$ cat src/qbp_pkg.sv
// Package for the queue batch planner: request and result structs, event codes,
// datapath operation codes and the status struct. It depends on nothing else.
package qbp_pkg;

  localparam int MAX_PASSES   = 256;
  localparam int MAX_BATCHES  = 256;
  localparam int MAX_DEPS     = 16;
  localparam int NUM_FAMILIES = 4;

  localparam int PASS_W  = $clog2(MAX_PASSES);
  localparam int BATCH_W = $clog2(MAX_BATCHES);
  localparam int CNT_W   = BATCH_W + 1;
  localparam int FAM_W   = $clog2(NUM_FAMILIES);
  localparam int SIG_W   = 9;
  localparam int IDX_W   = $clog2(MAX_DEPS);
  localparam int FCNT_W  = IDX_W + 1;
  localparam int KIND_W  = 3;

  localparam logic [SIG_W-1:0] SIG_MAX = '1;

  localparam logic REQ_DEP = 1'b0;
  localparam logic REQ_END = 1'b1;

  localparam logic [KIND_W-1:0] EV_SEALED   = 3'd0;
  localparam logic [KIND_W-1:0] EV_OPENED   = 3'd1;
  localparam logic [KIND_W-1:0] EV_WAIT     = 3'd2;
  localparam logic [KIND_W-1:0] EV_ASSIGN   = 3'd3;
  localparam logic [KIND_W-1:0] EV_OVERFLOW = 3'd4;
  localparam logic [KIND_W-1:0] EV_DONE     = 3'd5;

  typedef struct packed {
    logic              req_type;
    logic [PASS_W-1:0] pass_index;
    logic [1:0]        pass_family;
    logic [PASS_W-1:0] dep_index;
    logic              dep_valid;
    logic              last_of_pass;
  } in_req_t;

  typedef struct packed {
    logic [KIND_W-1:0]  event_kind;
    logic [BATCH_W-1:0] batch_index;
    logic [BATCH_W-1:0] waited_batch;
    logic [SIG_W-1:0]   signal_value;
    logic [1:0]         queue_family;
    logic [PASS_W-1:0]  placed_pass;
    logic               last;
  } out_res_t;

  typedef enum logic [4:0] {
    OP_NONE, OP_LOOK, OP_COLLECT, OP_FR_RD, OP_FR_SEAL, OP_OWN_RD, OP_OWN_SEAL,
    OP_PICK, OP_OPEN, OP_WOWN_RD, OP_WOWN_EM, OP_WF_RD, OP_WF_EM, OP_ASSIGN,
    OP_END_RD, OP_END_SEAL, OP_DONE
  } op_t;

  typedef struct packed {
    logic fcount_zero;
    logic walk_last;
    logic own_open;
    logic batch_full;
    logic have_own;
    logic fi_last;
    logic last_of_pass;
  } status_t;

endpackage

$ cat src/qbp_ctrl.sv
// Controller of the queue batch planner: sequences lookups, seals, opens, waits
// and end-of-graph handling. Depends on qbp_pkg.
module qbp_ctrl (
  input  logic             clk,
  input  logic             rst_n,
  input  logic             accept,
  input  logic             req_type,
  input  qbp_pkg::status_t status,
  output qbp_pkg::op_t     op,
  output logic             busy
);
  import qbp_pkg::*;

  typedef enum logic [4:0] {
    S_IDLE, S_LOOK, S_COLLECT, S_DECIDE, S_FR_RD, S_FR_SEAL, S_OWN_RD, S_OWN_SEAL,
    S_PICK, S_OPEN, S_WOWN_RD, S_WOWN_EM, S_WF_RD, S_WF_EM, S_ASSIGN,
    S_END_RD, S_END_SEAL, S_DONE
  } state_t;

  state_t state_r;

  always_ff @(posedge clk) begin
    if (!rst_n) begin
      state_r <= S_IDLE;
    end else begin
      unique case (state_r)
        S_IDLE: begin
          if (accept) begin
            state_r <= (req_type == REQ_END) ? S_END_RD : S_LOOK;
          end
        end
        S_LOOK:     state_r <= S_COLLECT;
        S_COLLECT:  state_r <= status.last_of_pass ? S_DECIDE : S_IDLE;
        S_DECIDE: begin
          if (!status.fcount_zero) begin
            state_r <= S_FR_RD;
          end else begin
            state_r <= status.own_open ? S_PICK : S_OPEN;
          end
        end
        S_FR_RD:    state_r <= S_FR_SEAL;
        S_FR_SEAL:  state_r <= status.walk_last ? S_OWN_RD : S_FR_RD;
        S_OWN_RD:   state_r <= status.own_open ? S_OWN_SEAL : S_OPEN;
        S_OWN_SEAL: state_r <= S_OPEN;
        S_PICK:     state_r <= S_ASSIGN;
        S_OPEN: begin
          if (status.batch_full) begin
            state_r <= S_IDLE;
          end else if (status.have_own) begin
            state_r <= S_WOWN_RD;
          end else begin
            state_r <= status.fcount_zero ? S_ASSIGN : S_WF_RD;
          end
        end
        S_WOWN_RD:  state_r <= S_WOWN_EM;
        S_WOWN_EM:  state_r <= status.fcount_zero ? S_ASSIGN : S_WF_RD;
        S_WF_RD:    state_r <= S_WF_EM;
        S_WF_EM:    state_r <= status.walk_last ? S_ASSIGN : S_WF_RD;
        S_ASSIGN:   state_r <= S_IDLE;
        S_END_RD:   state_r <= S_END_SEAL;
        S_END_SEAL: state_r <= status.fi_last ? S_DONE : S_END_RD;
        S_DONE:     state_r <= S_IDLE;
        default:    state_r <= S_IDLE;
      endcase
    end
  end

  always_comb begin
    unique case (state_r)
      S_LOOK:     op = OP_LOOK;
      S_COLLECT:  op = OP_COLLECT;
      S_FR_RD:    op = OP_FR_RD;
      S_FR_SEAL:  op = OP_FR_SEAL;
      S_OWN_RD:   op = OP_OWN_RD;
      S_OWN_SEAL: op = OP_OWN_SEAL;
      S_PICK:     op = OP_PICK;
      S_OPEN:     op = OP_OPEN;
      S_WOWN_RD:  op = OP_WOWN_RD;
      S_WOWN_EM:  op = OP_WOWN_EM;
      S_WF_RD:    op = OP_WF_RD;
      S_WF_EM:    op = OP_WF_EM;
      S_ASSIGN:   op = OP_ASSIGN;
      S_END_RD:   op = OP_END_RD;
      S_END_SEAL: op = OP_END_SEAL;
      S_DONE:     op = OP_DONE;
      default:    op = OP_NONE;
    endcase
  end

  assign busy = state_r != S_IDLE;

endmodule

$ cat config.mk
export PLATFORM = sky130hd
export DESIGN_NAME = qbp_ctrl
export DESIGN_NICKNAME = d
export VERILOG_FILES = /design/src/qbp_pkg.sv /design/src/qbp_ctrl.sv
export SDC_FILE = /design/constraint.sdc
export NUM_CORES = 1
export LEC_CHECK = 0
export BUFFER_PORTS_ARGS = -buffer_cell sky130_fd_sc_hd__clkbuf_2
export CORE_AREA = 8 8 50 52
export CTS_BUF_LIST = sky130_fd_sc_hd__clkbuf_8
export CTS_CLUSTER_DIAMETER = 50
export DETAILED_ROUTE_END_ITERATION = 7
export DIE_AREA = 0 0 58 60
export PLACE_DENSITY = 0.83
export SETUP_SLACK_MARGIN = 0.4
export SLEW_MARGIN = 20
export SYNTH_ARGS = -nofsm -noshare
export SYNTH_HDL_FRONTEND = slang
export SYNTH_SLANG_ARGS = --single-unit
$ cat constraint.sdc
create_clock -name clk -period 3.6 [get_ports clk]
set_clock_uncertainty 0.05 [all_clocks]
set_input_delay 0.54 -clock clk [delete_from_list [all_inputs] [get_ports clk]]
set_output_delay 0.54 -clock clk [all_outputs]
set_load 0.005 [all_outputs]
==> results of run 1 <==
## final cells by class
type,instances,share of cell area
Sequential cell,10,0.2013
Multi-Input combinational cell,86,0.6101
Inverter,8,0.03019
Timing Repair Buffer,16,0.08050
Tap cell,18,0.02264
Clock buffer,4,0.05535
## layer usage
layer / global-route usage / up-vias / part of all wire
li1: - / 432 / -
met1: 0.1320 / 414 / 0.42
met2: 0.2197 / 37 / 0.52
met3: 0.04516 / 2 / 0.059
met4: 0.01748 / 0 / 0.0024
met5: 0 / - / 0
## cells in the mapped netlist, drive strengths merged
cell | number | area share
nor4 | 1 | 0.024
inv | 8 | 0.033
a22oi | 1 | 0.0083
o2111a | 1 | 0.013
o22ai | 3 | 0.021
nand4b | 1 | 0.0097
a311oi | 1 | 0.0097
nor2 | 11 | 0.046
o211ai | 2 | 0.022
o21ba | 1 | 0.011
buf | 7 | 0.070
o21a | 3 | 0.025
o31a | 2 | 0.019
o211a | 1 | 0.011
mux2i | 1 | 0.011
dfxtp | 10 | 0.22
and3 | 1 | 0.0070
o31ai | 1 | 0.0083
nand2 | 6 | 0.028
a211oi | 2 | 0.017
nor3b | 4 | 0.033
nor4b | 2 | 0.019
nand2b | 2 | 0.014
a21oi | 8 | 0.045
or2b | 2 | 0.017
or4 | 1 | 0.0083
nor2b | 2 | 0.014
o21ai | 4 | 0.026
nand3b | 2 | 0.017
and3b | 2 | 0.019
o221ai | 1 | 0.0097
nand3 | 2 | 0.011
a211o | 4 | 0.039
and2 | 4 | 0.031
ha | 5 | 0.070
nor3 | 2 | 0.011
## power by group through the flow
stage	logic, mW	registers [mW]	clock network [mW]
finish	0.566	0.240	0.135
global route	0.630	0.250	0.143
CTS	0.563	0.238	0.138
detailed placement	0.561	0.239	0
global placement	0.532	0.234	0
floorplan	0.515	0.184	0
## worst max-delay path, stage by stage (launching register included)
cell and delay (ns):
dfxtp_1 0.47, nor4_4 0.48, mux2i_1 0.38, and2_4 0.27
o31ai_1 0.12, ha_1 0.23, ha_1 0.24, a21oi_1 0.19
nor2_1 0.07, a211o_1 0.25
## registers in the layout, summed over array words and instances (netlist names)
name	count
op	5
state_r	5
## placed cells by master, fill, tap and decap left out, types with 3 or more instances in the layout
| cell | Yosys | layout |
|---|---|---|
| inv_1 | 8 | 8 |
| nand2_1 | 5 | 5 |
| clkbuf_8 | 0 | 4 |
| nor2_1 | 11 | 11 |
| a21oi_1 | 8 | 8 |
| o22ai_1 | 3 | 3 |
| and2_1 | 3 | 3 |
| ha_1 | 5 | 5 |
| nor3b_1 | 4 | 4 |
| a211o_1 | 4 | 4 |
| o21a_1 | 3 | 3 |
| dfxtp_1 | 10 | 10 |
| clkbuf_2 | 0 | 16 |
## how the worst max path moves through the flow
stage / startpoint / end / slack, ns
after floorplan: state_r[2]$_SDFFE_PN0N_ / op[1]$_DFF_P_ / 1.13
after global placement: state_r[1]$_SDFFE_PN0N_ / op[1]$_DFF_P_ / 0.98
after detailed placement: state_r[1]$_SDFFE_PN0N_ / op[1]$_DFF_P_ / 0.80
after CTS: state_r[1]$_SDFFE_PN0N_ / op[1]$_DFF_P_ / 0.78
after global routing: state_r[2]$_SDFFE_PN0N_ / op[2]$_DFF_P_ / 0.45
final: state_r[1]$_SDFFE_PN0N_ / op[1]$_DFF_P_ / 0.72
## cell families (layout without fill, tap and decap cells)
family | Yosys count | after routing | share of synthesized area
buffers and inverters | 15 | 28 | 0.1029
adder cells (fa/ha/maj) | 5 | 5 | 0.06954
multiplexers | 1 | 1 | 0.01113
AO/OA/AOI/OAI | 35 | 35 | 0.2851
AND/OR/NAND/NOR | 45 | 45 | 0.3088
flip-flops | 10 | 10 | 0.2225
## stage by stage
stage               setup slack (ns)  instances  utilization  power (mW)  hold WS [ns]
finish                        0.7203        142       0.5521      0.9404        0.6752
global route                  0.4544        142       0.5521       1.024        0.6904
CTS                           0.7806        142       0.5521      0.9385        0.6633
detailed placement            0.7989        138       0.5215      0.7994        0.8186
global placement              0.9774        138       0.5215      0.7653        0.8081
floorplan                      1.125        111            -      0.6984        0.7304
==> impl_metrics.tcl, run 1 <==
set metrics [dict create \
    crit_type "flip-flop to flip-flop" \
    p_comb_frac 0.601 \
    hold_path_end "op[3]$_DFF_P_" \
    initial_utilization 0.4993 \
    port-buffer-count 16 \
    reg2reg_to "op[1]$_DFF_P_" \
    ir_drop_mv 0.6342 \
    finalHoldViolCount 0 \
    startpoint_type "flip-flop" \
    fin_setup_tns_ns 0 \
    grt_pass1_vias 782 \
    num_vias 885 \
    io_pins 17 \
    avgViaCountPerCell 6.232 \
    dieArea_sq_um 3480 \
    hold_class "input port to flip-flop" \
    worstReg2RegStart "state_r[1]$_SDFFE_PN0N_" \
    power_density_nw_per_um2 945.4 \
    clk_latency_ns 0.23 \
    antenna_found_initial 0 \
    routedWlPerCell_microns 14.92 \
    seq_area_frac_synth 0.2225 \
    crit_arrival_ns 2.95 \
    grt_max_degree 19 \
    syn_nets 127 \
    dpl.hpwl_mm 1.630 \
    routabilityCongestion 0.9501 \
    row_count 16 \
    tritoncts "built" \
    nNetsFinal 141 \
    fin_crit_sh 0.7999 \
    setup_viol 0 \
    max_freq_mhz 347.3 \
    finalInstanceArea_sq_um 994.7 \
    max_slew_margin 0.6180 \
    cts_buffer_depth 2 \
    die_x_microns 58 \
    p_int_mw 0.5141 \
    period_needed_ns 2.880 \
    crit_path_end_kind "flip-flop" \
    hold_start "rst_n" \
    placed_area_sq_um 939.7 \
    multi_input_area_sq_um 606.8 \
    path_clk_slew_ns 0.05 \
    fill_cells 169 \
    tightestPinTransition_ns 0.5722 \
    die_y_microns 60 \
    switchingPower_mw 0.4263 \
    syn_inst 111 \
    slew_violations 0 \
    synth.avg_cell_area_sq_um 8.105 \
    numCtsBuffers 3 \
    clkSinkCount 10 \
    ant_nets 0 \
    postCtsSetupBuffers 0 \
    rr_worst_depth 9 \
    swShare 0.4533 \
    antenna_cells 0 \
    overflow 0 \
    htreeDepth 1 \
    grt.total_usage 0.1207 \
    drc 0 \
    grt_pass1_wl_mm 3.401 \
    drt_first_pass_iters 4 \
    synthesis.area_sq_um 899.6 \
    power_frac_clock 0.143 \
    p_leak_nw 0.4548 \
    drive_gt1_frac 0.2097 \
    hold_buffers 0 \
    seq_power_share 0.255 \
    outcome "complete, no violations" \
    rrSetupSlack_ns 0.72 \
    clockRootBuffer "clkbuf_8" \
    rsz0062_at_grt "false" \
    worstHoldPathCells 4 \
    synthDistinctLibCells 43 \
    postCtsResizedCells 0 \
    worstPathRequired_ns 3.67 \
    drtIter0Drc 27 \
    max-cap-violations 0 \
    fp.coreArea_sq_um 1802 \
    regArea_sq_um 200.2 \
    wl_mm 2.118 \
    syn_to_final_growth_pct 10.57 \
    crit_fanout 16 \
    ys_ff_latch 10 \
    yosysWarnings 0 \
]
No activity file was read; power rests on OpenSTA's default activity.
==> inputs of run 2 (changes only) <==
Clock period 3.6 ns to 2.8 ns, I/O delays scaled along.
==> run 2 against run 1 <==
Against the previous run:
- count of clock-buffer cells in the layout unchanged
- largest cell class unchanged
- sequential cell count is the same
- global-route usage rose by 1.6 points
- critical path depth unchanged
- total power grew 63%
- via count rose by 8.1%
- first-iteration DRC count up 52%
- setup slack lost 0.27 ns
==> impl_metrics.tcl, run 2 (synthesized netlist as in run 1, its figures left out) <==
set metrics [dict create \
    ir_drop_mv 0.7043 \
    tightestPinTransition_ns 0.6235 \
    worstPathRequired_ns 2.87 \
    finalInstanceArea_sq_um 1174 \
    rr_worst_depth 9 \
    ant_nets 0 \
    crit_arrival_ns 2.42 \
    crit_buf_inv 0 \
    grt_pass1_wl_mm 3.815 \
    fill_cells 146 \
    hold_path_end "state_r[0]$_SDFFE_PN0N_" \
    crit_path_end_kind "flip-flop" \
    antenna_found_initial 0 \
    fin_crit_sh 0.8390 \
    fin_util 0.6514 \
    startpoint_type "flip-flop" \
    crit_fanout 5 \
    power_density_nw_per_um2 1304 \
    period_needed_ns 2.349 \
    setup_viol 0 \
    worstReg2RegStart "state_r[1]$_SDFFE_PN0N_" \
    outcome "complete, no violations" \
    place_inst 143 \
    cts_buffer_depth 2 \
    syn_to_final_growth_pct 30.46 \
    clockRootBuffer "clkbuf_8" \
    place_ws_ns 0.1607 \
    crit_start "state_r[1]$_SDFFE_PN0N_" \
    p_leak_nw 0.5249 \
    die_y_microns 60 \
    drc 0 \
    io_pins 17 \
    final_common_cell "clkbuf_2" \
    grt_max_degree 19 \
    port-buffer-count 16 \
    avgViaCountPerCell 6.135 \
    overflow 0 \
    hold_class "input port to flip-flop" \
    dpl.hpwl_mm 1.678 \
    crit_type "flip-flop to flip-flop" \
    drtIter0Drc 41 \
    rrSetupSlack_ns 0.45 \
    wl_mm 2.625 \
    reg2reg_to "op[1]$_DFF_P_" \
    path_clk_slew_ns 0.05 \
    die_x_microns 58 \
    drive_gt1_frac 0.3841 \
    finalNonFillerCells 156 \
    routedWlPerCell_microns 16.83 \
    clk_latency_ns 0.23 \
    setup_slack_ns 0.4509 \
    nNetsFinal 155 \
    max_freq_mhz 425.7 \
    final_cell_mix "16 x clkbuf_2, 11 x buf_4, 9 x nor2_1, 9 x dfxtp_1, 8 x inv_1" \
    drt_first_pass_iters 4 \
    antenna_cells 0 \
    crit_path_max_incr_delay_ns 0.42 \
    rsz0062_at_grt "true" \
    cp_top_family "simple AND/OR/NAND/NOR gates" \
    grt_pass1_vias 913 \
    cp_slowest_cell "nor4_4" \
    max-cap-violations 0 \
    max_slew_margin 0.5800 \
    dieArea_sq_um 3480 \
    slew_violations 0 \
    path_cells "nor4_4, mux2i_2, and2_4, o31ai_2, ha_2, ha_4, a21oi_2, nor2_1, a211o_1" \
    numCtsBuffers 3 \
    row_count 16 \
    initial_utilization 0.4993 \
    num_vias 957 \
    worstHoldPathCells 4 \
    tritoncts "built" \
    placed_area_sq_um 982.2 \
    fp.coreArea_sq_um 1802 \
    clkSinkCount 10 \
    grt.total_usage 0.1366 \
    finalHoldViolCount 0 \
    fin_setup_tns_ns 0 \
    htreeDepth 1 \
    hold_start "rst_n" \
    routabilityCongestion 0.9200 \
]
-- run 2: cell count changes in the layout (fill, tap and decap cells not counted), moves of 2 or more --
cell and delta:
buf_6 +2, nor2_2 +2, buf_4 +11, a21oi_1 -3, nor2_1 -2, ha_1 -2, a21oi_2 +3
-- run 2: worst max-delay path by stage --
| stage | slack (ns) | cells past startpoint | to |
|---|---|---|---|
| 3_5_place_dp | 0.16 | 10 | op[2]$_DFF_P_ |
| 4_1_cts | 0.42 | 12 | op[1]$_DFF_P_ |
| 5_1_grt | 0.36 | 9 | op[1]$_DFF_P_ |
| 3_3_place_gp | 0.33 | 9 | op[1]$_DFF_P_ |
| 6_report | 0.45 | 9 | op[1]$_DFF_P_ |
| 2_1_floorplan | 0.41 | 10 | op[1]$_DFF_P_ |
-- run 2: worst reg2reg max path: cells and delay by family, from the launching register on --
family,cells,cell delay [ns]
fa+ha+maj,2,0.40
simple gates,3,0.69
flops,1,0.33
mux,1,0.32
compound gates,3,0.45
-- run 2: report_power, final --
part,leakage [nW],internal (mW),total [mW],switching [mW]
clock network,0.0288,0.123,0.178,0.0550
registers,0.0831,0.199,0.263,0.0638
logic,0.413,0.541,1.09,0.548
-- run 2: through the flow --
step | hold WS (ns) | power (mW)
3_3_place_gp | 0.7448 | 1.032
2_1_floorplan | 0.6461 | 0.9045
3_5_place_dp | 0.7457 | 1.071
5_1_grt | 0.6492 | 1.621
4_1_cts | 0.5545 | 1.323
6_report | 0.6088 | 1.531
-- run 2: timing repair --
| item | CTS | global route |
|---|---|---|
| pin swaps | 3 | 7 |
| setup endpoints to repair | 4 | 4 |
| cloned | 0 | 1 |
| resized for setup | 3 | 14 |
| buffers inserted | 2 | 6 |
| hold buffers | 0 | 0 |
-- run 2: final cells by class --
| cell class | instances | area (sq um) | area share |
|---|---|---|---|
| Inverter | 8 | 30.03 | 0.02559 |
| Multi-Input combinational cell | 87 | 676.9 | 0.5768 |
| Timing Repair Buffer | 29 | 185.2 | 0.1578 |
| Tap cell | 18 | 22.52 | 0.01919 |
| Clock buffer | 4 | 55.05 | 0.04691 |
| Sequential cell | 10 | 203.9 | 0.1738 |
-- run 2: metal layers --
| metal | vias to the layer above | track usage | share of wire |
|---|---|---|---|
| met1 | 456 | 0.1416 | 0.42 |
| li1 | 460 | - | - |
| met4 | 0 | 0.05594 | 0.022 |
| met3 | 8 | 0.02366 | 0.048 |
| met5 | - | 0 | 0 |
| met2 | 33 | 0.2627 | 0.51 |
==> inputs of run 3 (changes only) <==
Settings changed: CORE_AREA 8 8 50 52 to 8 8 51 53, DIE_AREA 0 0 58 60 to 0 0 59 61.
Clock period 2.8 ns to 1.9 ns, I/O delays scaled along.
==> run 3 against run 2 <==
Against the previous run:
- the run now ends with negative setup slack left
- clock power grew 19%
- register-to-register slack lost 0.86 ns
- setup slack lost 0.86 ns
- highest routed layer unchanged
- final cell count grew 28%
- global-route usage grew 5.9 points
==> impl_metrics.tcl, run 3 (synthesized netlist as in run 1, its figures left out) <==
set metrics [dict create \
    rsz0062_at_grt "true" \
    slew_violations 0 \
    finalHoldViolCount 0 \
    hold_class "input port to flip-flop" \
    p_leak_nw 0.7193 \
    startpoint_type "flip-flop" \
    die_x_microns 59 \
    finalPower_mw 3.004 \
    period_needed_ns 2.307 \
    grt.total_usage 0.1958 \
    clkSinkCount 10 \
    drt_first_pass_iters 4 \
    final_common_cell "buf_4" \
    hold_buffers 0 \
    htreeDepth 1 \
    row_count 16 \
    max_slew_margin 0.7551 \
    initial_utilization 0.4885 \
    port-buffer-count 16 \
    fill_cells 110 \
    dpl.hpwl_mm 2.170 \
    outcome "finished with violations" \
    max_freq_mhz 433.5 \
    violations "negative setup slack" \
    final_cell_mix "40 x buf_4, 16 x clkbuf_2, 9 x buf_6" \
    drtIter0Drc 55 \
    power_density_nw_per_um2 1946 \
    routedWlPerCell_microns 18.49 \
    ant_nets 0 \
    ir_drop_mv 1.259 \
    cts_buffer_depth 2 \
    crit_arrival_ns 2.38 \
    nNetsFinal 190 \
    avgViaCountPerCell 5.879 \
    antenna_found_initial 0 \
    tritoncts "built" \
    clk_latency_ns 0.23 \
    path_clk_slew_ns 0.04 \
    crit_fanout 5 \
    grt_pass1_wl_mm 5.354 \
    crit_type "flip-flop to flip-flop" \
    io_pins 17 \
    max-cap-violations 0 \
    antenna_cells 0 \
    numCtsBuffers 3 \
    grt_pass1_vias 1121 \
    multi_input_area_sq_um 747.0 \
    drc 0 \
    wl_mm 3.679 \
    place_inst 185 \
    setup_viol 7 \
    worstPathRequired_ns 1.97 \
    finalNonFillerCells 199 \
    fin_crit_sh 1.214 \
    clockRootBuffer "clkbuf_8" \
    fp.coreArea_sq_um 1842 \
    regArea_sq_um 210.2 \
    die_y_microns 61 \
    syn_to_final_growth_pct 71.63 \
    routabilityCongestion 0.9023 \
    drive_gt1_frac 0.5930 \
    overflow 0 \
    dieArea_sq_um 3599 \
    crit_path_end_kind "flip-flop" \
    num_vias 1170 \
    fin_setup_tns_ns -1.549 \
    grt_max_degree 13 \
    tightestPinTransition_ns 0.3665 \
    setup_slack_ns -0.4069 \
]
run 3: path summary, 6_finish.rpt:
path | startpoint | end | slack (ns) | cells past startpoint
min reg2reg | state_r[4]$_SDFFE_PN0N_ | state_r[1]$_SDFFE_PN0N_ | 0.86 | 3
max reg2reg | state_r[2]$_SDFFE_PN0N_ | op[1]$_DFF_P_ | -0.41 | 12
max | state_r[2]$_SDFFE_PN0N_ | op[1]$_DFF_P_ | -0.41 | 12
min | status[2] | state_r[1]$_SDFFE_PN0N_ | 0.50 | 4
run 3: what timing repair did:
item                       CTS  global route
gates cloned                 0             0
pin swaps                   12            10
setup endpoints to repair   11            11
buffers inserted             6             5
resized for setup           29            14
run 3: cell type report:
type | count | area share
tap | 27 | 0.02188
timing repair buffer | 65 | 0.3120
sequential | 10 | 0.1361
inverter | 8 | 0.01945
multi-input combinational | 86 | 0.4838
clock buffer | 3 | 0.02674
run 3: critical path, stage by stage (launching register included):
cell and delay [ns]:
dfxtp_4 0.35, buf_6 0.13, buf_4 0.13, nor4b_2 0.28, nand2_1 0.17, nor2_2 0.13
a211o_1 0.16, and2_4 0.16, inv_2 0.04, ha_4 0.16, a21oi_2 0.15, nor2_1 0.06
a211o_1 0.21
run 3: report_power, final:
part,internal (mW),switching [mW]
clock network,0.138,0.0742
logic,1.29,1.11
registers,0.305,0.0817
run 3: through the flow:
step / utilization / setup slack [ns] / cell area [sq um] / hold slack [ns]
final: 0.8383 / -0.4069 / 1544 / 0.5020
after global routing: 0.8383 / -0.4774 / 1544 / 0.5117
after CTS: 0.7928 / -0.3928 / 1460 / 0.4643
after detailed placement: 0.6868 / -0.4491 / 1265 / 0.6105
after global placement: 0.6868 / -0.3938 / 1265 / 0.6096
after floorplan: - / -0.4343 / 928.4 / 0.5192
run 3: routing by layer:
metal,up-vias,part of all wire,global-route usage
li1,537,-,-
met5,-,0,0
met3,16,0.080,0.06780
met2,71,0.53,0.3660
met4,0,0.029,0.06143
met1,546,0.36,0.1995
